### config.mk
export PLATFORM = sky130hd
export DESIGN_NAME = lhb_bin_locate
export DESIGN_NICKNAME = d
export VERILOG_FILES = /design/src/rtl/lhb_pkg.sv /design/src/rtl/lhb_bin_locate.sv
export SDC_FILE = /design/constraint.sdc
export NUM_CORES = 1
export LEC_CHECK = 0
export ABC_AREA = 1
export BUFFER_PORTS_ARGS = -buffer_cell sky130_fd_sc_hd__buf_2
export CAP_MARGIN = 20
export CORE_AREA = 2 2 117 119
export DETAILED_ROUTE_END_ITERATION = 7
export DIE_AREA = 0 0 119 121
export PLACE_DENSITY = 0.53
export SYNTH_ARGS = -nofsm -noshare
export SYNTH_HDL_FRONTEND = slang
export SYNTH_SLANG_ARGS = --single-unit
### constraint.sdc
create_clock -name vclk -period 14.05
set_clock_uncertainty 0.1 [all_clocks]
set_input_delay 2.81 -clock vclk [all_inputs]
set_output_delay 2.81 -clock vclk [all_outputs]
set_load 0.02 [all_outputs]
### src/rtl/lhb_pkg.sv
// Shared types and constants for the LLR histogram binning block.
package lhb_pkg;

   // Histogram geometry
   localparam int NUM_BINS    = 4096;
   localparam int BIN_WIDTH   = $clog2(NUM_BINS);
   localparam int ADDR_WIDTH  = BIN_WIDTH + 1;
   localparam int COUNT_WIDTH = 32;

   // Field widths
   localparam int LLR_WIDTH   = 16;
   localparam int SHIFT_WIDTH = 4;
   localparam int CSR_IDX_WIDTH = 2;

   // Command codes
   localparam logic [1:0] CMD_ACCUMULATE = 2'd0;
   localparam logic [1:0] CMD_READ       = 2'd1;
   localparam logic [1:0] CMD_CLEAR      = 2'd2;

   // Configuration register indexes
   localparam logic [CSR_IDX_WIDTH-1:0] CSR_LLR_LOW   = 2'd0;
   localparam logic [CSR_IDX_WIDTH-1:0] CSR_LLR_HIGH  = 2'd1;
   localparam logic [CSR_IDX_WIDTH-1:0] CSR_BIN_SHIFT = 2'd2;

   // Configuration reset values
   localparam logic signed [LLR_WIDTH-1:0] LLR_LOW_RESET   = -16'sd16000;
   localparam logic signed [LLR_WIDTH-1:0] LLR_HIGH_RESET  = 16'sd16000;
   localparam logic [SHIFT_WIDTH-1:0]      BIN_SHIFT_RESET = 4'd3;

   typedef struct packed {
      logic [1:0]                  command;
      logic                        data_bit;
      logic signed [LLR_WIDTH-1:0] llr;
      logic [11:0]                 read_bin;
   } req_type;

   typedef struct packed {
      logic [31:0] count;
      logic [11:0] bin;
   } rsp_type;

   typedef struct packed {
      logic signed [LLR_WIDTH-1:0] llr_low;
      logic signed [LLR_WIDTH-1:0] llr_high;
      logic [SHIFT_WIDTH-1:0]      bin_shift;
   } cfg_type;

   typedef enum logic [1:0] {
      ST_IDLE,
      ST_LOCATE,
      ST_UPDATE,
      ST_CLEAR
   } state_type;

endpackage

### src/rtl/lhb_bin_locate.sv
// Clips a soft value to the configured limits and maps it to its nearest bin.
module lhb_bin_locate (
   input  lhb_pkg::cfg_type                      cfg,
   input  logic signed [lhb_pkg::LLR_WIDTH-1:0]  llr,
   output logic [lhb_pkg::BIN_WIDTH-1:0]         bin
);

   logic signed [lhb_pkg::LLR_WIDTH-1:0] clip_high;
   logic signed [lhb_pkg::LLR_WIDTH-1:0] clipped;
   logic signed [lhb_pkg::LLR_WIDTH:0]   diff;
   logic [lhb_pkg::LLR_WIDTH:0]          offset;
   logic [lhb_pkg::LLR_WIDTH:0]          half;
   logic [lhb_pkg::LLR_WIDTH+1:0]        rounded;
   logic [lhb_pkg::LLR_WIDTH+1:0]        idx;

   // Upper limit first, then lower limit (lower wins if limits cross)
   always_comb begin
      clip_high = (llr > cfg.llr_high) ? cfg.llr_high : llr;
      clipped   = (clip_high < cfg.llr_low) ? cfg.llr_low : clip_high;
   end

   // Offset from the left edge, rounded to nearest bin
   always_comb begin
      diff    = (lhb_pkg::LLR_WIDTH+1)'(clipped) - (lhb_pkg::LLR_WIDTH+1)'(cfg.llr_low);
      offset  = diff;  // never negative after clipping
      half    = ((lhb_pkg::LLR_WIDTH+1)'(1) << cfg.bin_shift) >> 1;
      rounded = (lhb_pkg::LLR_WIDTH+2)'(offset) + (lhb_pkg::LLR_WIDTH+2)'(half);
      idx     = rounded >> cfg.bin_shift;
   end

   // Saturate at the top bin
   assign bin = (idx > (lhb_pkg::LLR_WIDTH+2)'(lhb_pkg::NUM_BINS - 1))
              ? lhb_pkg::BIN_WIDTH'(lhb_pkg::NUM_BINS - 1)
              : lhb_pkg::BIN_WIDTH'(idx);

endmodule

* Word level (Yosys, flattened, before mapping)
Cells that the tools add are included.
Word-level totals: output and inout bits 12, word-level logic and storage cells 10, bits in registers 0
Cells by class: muxes and demuxes 3, add/sub/neg operators 2, shifts and indexed selects 2, $lt $le $gt $ge 3
Operators with widths (number):
- 16-bit 2-to-1 mux | 2
- 17-bit by 16-bit adder with 18-bit output | 1
- 18-bit by 12-bit greater-than comparator with 1-bit output, second input constant | 1
- 18-bit by 4-bit >> shifter with 18-bit output | 1
- 1-bit by 4-bit left shift with 17-bit output, first input constant | 1
- 16-bit by 16-bit subtractor with 17-bit output | 1
- 16-bit greater-than comparator | 1
- 16-bit < comparator | 1
- 12-bit 2-to-1 mux | 1

* Depth between registers and ports, before layout
Gate-level depths: netlist (run 1).
word-level depth 9, depth in mapped cells 54, mapped depth without buffers 51

* Worst setup path before layout (run 1)
Ideal clock, no wire load.
path kind input to output, start input cfg[15] in the netlist's numbering, end output bin[0] in the netlist's numbering, arrival 8738 ps, stages 46, setup slack 2402 ps, buffers on the path 3, path through inv_1 ha_1 nand2_1 inv_1 nand2_1 nand2_1 nand2_1 nand2_1 nor2_1 nand3_1 nand3_1 clkbuf_1 nand2_1 o21ai_0 ha_1 nand2_1 inv_1 a221oi_1 [10 not listed] o21ai_2 a21oi_1 o21a_1 o21ai_0 xor2_1 ha_1 a21oi_1 o21ai_0 a21oi_1 inv_1 xor2_1 nand2_1 nand3_1 nand4_1 nand2_1 nor2_4 buf_8 nand3_2
Between the ends: longest elaborated chain between the ends 9
RTL lines:
- from (decl) | RTL line lhb_bin_locate.sv:3 | input lhb_pkg::cfg_type cfg,
- 16-bit greater-than comparator | RTL line lhb_bin_locate.sv:18 | clip_high = (llr > cfg.llr_high) ? cfg.llr_high : llr;
- 16-bit 2-to-1 mux (*) | RTL line lhb_bin_locate.sv:18
- 16-bit < comparator | RTL line lhb_bin_locate.sv:19 | clipped = (clip_high < cfg.llr_low) ? cfg.llr_low : clip_high;
- 16-bit 2-to-1 mux (*) | RTL line lhb_bin_locate.sv:19
- 16-bit by 16-bit subtractor with 17-bit output (*) | RTL line lhb_bin_locate.sv:24 | diff = (lhb_pkg::LLR_WIDTH+1)'(clipped) - (lhb_pkg::LLR_WIDTH+1)'(cfg.llr_low);
- 17-bit by 16-bit adder with 18-bit output (*) | RTL line lhb_bin_locate.sv:27 | rounded = (lhb_pkg::LLR_WIDTH+2)'(offset) + (lhb_pkg::LLR_WIDTH+2)'(half);
- 18-bit by 4-bit >> shifter with 18-bit output (*) | RTL line lhb_bin_locate.sv:28 | idx = rounded >> cfg.bin_shift;
- 18-bit by 12-bit greater-than comparator with 1-bit output | RTL line lhb_bin_locate.sv:32 | assign bin = (idx > (lhb_pkg::LLR_WIDTH+2)'(lhb_pkg::NUM_BINS - 1))
- 12-bit 2-to-1 mux (*) | RTL line lhb_bin_locate.sv:33 | ? lhb_pkg::BIN_WIDTH'(lhb_pkg::NUM_BINS - 1)
- to (decl) | RTL line lhb_bin_locate.sv:5 | output logic [lhb_pkg::BIN_WIDTH-1:0] bin
Every way passes the cells marked *; elsewhere a longest branch is shown, timed or not.

* Worst setup path after layout (run 1)
start input cfg[19] in the netlist's numbering, end output bin[0] in the netlist's numbering
The elaborated chain is that of the path after synthesis.

==> flow_metrics.env, run 1 <==
export IMPL_outcome="finished clean"
export IMPL_muxShareOfSynthArea_pct=0
export IMPL_gp_congestion=0.876
export IMPL_ir_worst_vdd_uv=28.7
export IMPL_seq_cells=0
export IMPL_slowest_stage="fa_1"
export IMPL_whs_ns=6.07
export IMPL_die_y_um=121
export IMPL_rsz0062_at_grt="no"
export IMPL_antenna_found_initial=0
export IMPL_boundaryPins=64
export IMPL_ys_warn_count=0
export IMPL_mostFrequentLayoutCell="nand2_1"
export IMPL_synthSimpleGateAreaFrac_pct=46.3
export IMPL_fin_nets=846
export IMPL_grt_pass1_wl_um=17800
export IMPL_grt_overflow_total=0
export IMPL_final_util_pct=32.8
export IMPL_grt_max_degree=32
export IMPL_drtIter0Drc=243
export IMPL_core_area_sq_um=13100
export IMPL_synth_xor_area_share_pct=4.54
export IMPL_synth_nets=798
export IMPL_postSynthCellCount=682
export IMPL_leakage_nw=2.44
export IMPL_synth_fa_ha_area_share_pct=21.1
export IMPL_syn_area_per_cell_sq_um=5.66
export IMPL_crit_end="bin[0]"
export IMPL_cts_hold_buf=0
export IMPL_ant_nets=0
export IMPL_relSlewSlack_pct=66.6
export IMPL_min_period_ns=12.74
export IMPL_first_pass_iters=4
export IMPL_nFillCells=1533
export IMPL_cp_startpoint="cfg[19]"
export IMPL_start_kind="input port"
export IMPL_via_per_inst=4.67
export IMPL_crit_path_end_kind="output port"
export IMPL_ys_seq_area_share_pct=0
export IMPL_die_w_um=119
export IMPL_netlist_area_sq_um=3860
export IMPL_worst_pin_slew_ns=0.498
export IMPL_grt_pass1_vias=4129
export IMPL_most_common_layout_cells="nand2_1, nand3_1, inv_1, buf_2, ha_1"
export IMPL_core_rowCount=42
export IMPL_areaGrowthSynthToFinish_pct=11.3
export IMPL_final_layout_size_suffix_gt1_share_pct=16.2
export IMPL_slowest_delay_ns=0.44
export IMPL_multiInputGateArea_sq_um=3410
export IMPL_crit_fanout=31
export IMPL_clock_fmax_mhz=78.5
export IMPL_io_buffers=64
export IMPL_dieArea_sq_um=14400
export IMPL_setup_viol=0
export IMPL_ys_types=43
export IMPL_timing_setup_tns_ns=0
export IMPL_dpl_worst_slack_ns=1.28
export IMPL_p_per_area_nw_per_um2=131
export IMPL_required_ns=11.14
export IMPL_post_cts_buffers=0
export IMPL_cap_violations=0
export IMPL_fin_ws_ns=1.31
export IMPL_cpMostUsedCell="nand2_1"
export IMPL_initial_core_util_pct=29.5
export IMPL_synth_compound_area_share_pct=16.3
export IMPL_dp_hpwl_um=8960
export IMPL_fin_crit_sh_pct=90.7
export IMPL_grt_util_all_layers_pct=14.1
export IMPL_power_mw=0.565
export IMPL_slew_violations=0
export IMPL_seqCellArea_sq_um=0
export IMPL_wl_um=9990
export IMPL_hold_path_class="in2out"
export IMPL_vias=4222
export IMPL_antenna_cells=0
export IMPL_synth_top_family_by_area="simple AND/OR/NAND/NOR gates"
export IMPL_avgRoutedWirePerCell_um=11.0
export IMPL_drc=0
export IMPL_hold_violations=0
export IMPL_arrival_ns=9.83
export IMPL_criticalPathCategory="in2out"
export IMPL_postCtsResizedCells=0
export IMPL_num_clock_buffers=0
cells by family after synthesis:
| logic type | Yosys count |
|---|---|
| XOR/XNOR | 20 |
| AO/OA/AOI/OAI | 110 |
| buffers and inverters | 110 |
| AND/OR/NAND/NOR | 378 |
| adder cells (fa/ha/maj) | 64 |
routing by layer:
layer  part of all wire (%)  vias up  global-route usage (%)
li1                       -     2369                       -
met4                   0.39        0                   0.670
met2                     46       78                    25.8
met5                      0        -                       0
met3                    4.2        4                    1.50
met1                     49     1771                    18.8
worst max-delay path: cells and delay by family:
kind,cells,cell delay (ns)
AO/OA/AOI/OAI,11,1.88
XOR/XNOR,2,0.32
adder cells (fa/ha/maj),5,1.69
buffers and inverters,8,0.95
AND/OR/NAND/NOR,20,2.14
final cells by class:
cell class         count  share of cell area, %
multi-input cells    572                   79.3
inverters             91                   7.95
repair buffers        65                   7.63
well taps            176                   5.12
worst min path at each step:
stage / start / to / cells past startpoint
6_report: cfg[3] / bin[5] / 5
5_1_grt: cfg[3] / bin[3] / 5
4_1_cts: cfg[3] / bin[5] / 5
3_5_place_dp: cfg[3] / bin[5] / 5
3_3_place_gp: cfg[3] / bin[5] / 5
2_1_floorplan: cfg[3] / bin[0] / 3
per-stage QoR:
| step | area [sq um] | cells |
|---|---|---|
| 6_report | 4300 | 904 |
| 5_1_grt | 4300 | 904 |
| 4_1_cts | 4300 | 904 |
| 3_5_place_dp | 4300 | 904 |
| 3_3_place_gp | 4300 | 904 |
| 2_1_floorplan | 3860 | 682 |
power breakdown:
group          switching, mW  leakage (nW)  internal [mW]
combinational          0.356          2.44          0.209
sequential                 0             0              0
clock                      0             0              0
total                  0.356          2.44          0.209
synth_stat cells (2+ instances only):
library cell	number	area [sq um]
or2_2	4	25.0
nor2_1	52	195
buf_4	3	22.5
buf_8	2	30.0
nand3_1	98	490
buf_1	3	11.3
o21ai_0	37	185
a21oi_2	3	26.3
clkbuf_1	7	26.3
inv_1	87	327
buf_2	4	20.0
nand3_2	21	210
nand2_1	175	657
xor2_1	9	78.8
nor3_2	2	20.0
a31oi_1	6	37.5
o21ai_2	4	35.0
xnor2_1	11	96.3
a21oi_1	42	210
fa_1	2	40.0
nand2_2	10	62.6
nand2_4	2	22.5
a21o_1	4	30.0
nor3_1	2	10.0
ha_1	62	776
o21ai_1	3	15.0
nand4_1	6	37.5
o21a_1	4	30.0
inv_2	3	11.3
Note: power is estimated with default switching activity, not from simulation.
==> run 2: changes to the inputs <==
Settings changed: PLACE_DENSITY 0.53 to 0.55.
Clock period 14.05 ns to 11.1 ns, I/O delays scaled along.
==> flow_metrics.env, run 2 (synthesized netlist as in run 1, its figures left out) <==
export IMPL_first_pass_iters=4
export IMPL_placedInstanceArea_sq_um=4410
export IMPL_grt_pass1_wl_um=17800
export IMPL_io_buffers=64
export IMPL_most_common_layout_cells="nand2_1, nand3_1, inv_1, ha_1, buf_2"
export IMPL_via_per_inst=4.71
export IMPL_ir_worst_vdd_uv=43.4
export IMPL_whs_ns=4.88
export IMPL_worst_pin_slew_ns=0.522
export IMPL_met3_usage_pct=1.27
export IMPL_boundaryPins=64
export IMPL_num_clock_buffers=0
export IMPL_initial_core_util_pct=29.5
export IMPL_seq_cells=0
export IMPL_busiest_layer="met2"
export IMPL_cp_top_family="simple AND/OR/NAND/NOR gates"
export IMPL_crit_fanout=8
export IMPL_start_kind="input port"
export IMPL_areaGrowthSynthToFinish_pct=22.6
export IMPL_final_util_pct=36.2
export IMPL_drtIter0Drc=196
export IMPL_die_y_um=121
export IMPL_fin_nets=867
export IMPL_leakage_nw=2.62
export IMPL_slowest_stage="fa_2"
export IMPL_clock_fmax_mhz=94.3
export IMPL_gp_congestion=0.868
export IMPL_hold_path_class="in2out"
export IMPL_required_ns=8.78
export IMPL_seqCellArea_sq_um=0
export IMPL_wl_um=10400
export IMPL_core_rowCount=42
export IMPL_dp_hpwl_um=8900
export IMPL_setup_viol=0
export IMPL_drc=0
export IMPL_outcome="finished clean"
export IMPL_ant_nets=0
export IMPL_grt_max_degree=32
export IMPL_p_per_area_nw_per_um2=171
export IMPL_mostFrequentLayoutCell="nand2_1"
export IMPL_die_w_um=119
export IMPL_hold_violations=0
export IMPL_grt_pass1_vias=4076
export IMPL_antenna_cells=0
export IMPL_cts_hold_buf=0
export IMPL_criticalPathCategory="in2out"
export IMPL_finalInstanceArea_sq_um=4730
export IMPL_core_area_sq_um=13100
export IMPL_grt_overflow_total=0
export IMPL_fin_crit_sh_pct=95.5
export IMPL_crit_path_end_kind="output port"
export IMPL_slew_violations=0
export IMPL_relSlewSlack_pct=65.0
export IMPL_cpMostUsedCell="nand2_1"
export IMPL_path_buf_inv=9
export IMPL_slowest_delay_ns=0.38
export IMPL_vias=4359
export IMPL_gr_usage_met2_pct=25.5
export IMPL_cap_violations=0
export IMPL_min_period_ns=10.60
export IMPL_use_met1_pct=19.1
export IMPL_grt_util_all_layers_pct=14.1
export IMPL_dieArea_sq_um=14400
export IMPL_arrival_ns=8.28
export IMPL_avgRoutedWirePerCell_um=11.3
export IMPL_antenna_found_initial=0
export IMPL_final_layout_size_suffix_gt1_share_pct=23.2
[run 2: changes by cell type in the layout (fill, tap and decap cells not counted), moves of 7 or more]
cell	delta
nand3_1	-7
buf_4	+22
o21ai_1	+15
a21oi_2	+9
o21ai_0	-18
nand2_1	-7
a21oi_1	-9
[run 2: report_power, final]
group	total [mW]	switching, mW	internal, mW	leakage [nW]
registers	0	0	0	0
logic	0.811	0.484	0.326	2.62
clock network	0	0	0	0
[run 2: area by class of cell]
cell class | instances | area [sq um]
fillers | 1478 | 8350
inverters | 91 | 347
multi-input cells | 572 | 3610
well taps | 176 | 220
repair buffers | 85 | 553
repair inverters | 1 | 6.26
[run 2: timing repair]
action | CTS | global route
endpoints found under the setup margin | 0 | 12
buffers inserted | 0 | 6
resized for setup | 0 | 69
[run 2: layer usage]
metal  vias up  share of wire [%]
met4         0               0.63
li1       2407                  -
met2        83                 47
met3         6                4.2
met5         -                  0
met1      1863                 48
[run 2: final timing paths]
| kind | start | to | slack (ns) | cells past startpoint |
|---|---|---|---|---|
| setup / recovery | cfg[19] | bin[10] | 0.50 | 47 |
| hold / removal | cfg[3] | bin[8] | 4.88 | 5 |
[run 2: through the flow]
step	power, mW	setup WS, ns	cells	setup TNS, ns
4_1_cts	0.744	0.00498	916	0
3_3_place_gp	0.738	0.0702	916	0
6_report	0.811	0.497	925	0
2_1_floorplan	0.586	0.632	682	0
5_1_grt	0.929	-0.0514	925	-0.383
3_5_place_dp	0.741	-0.00296	916	-0.00800
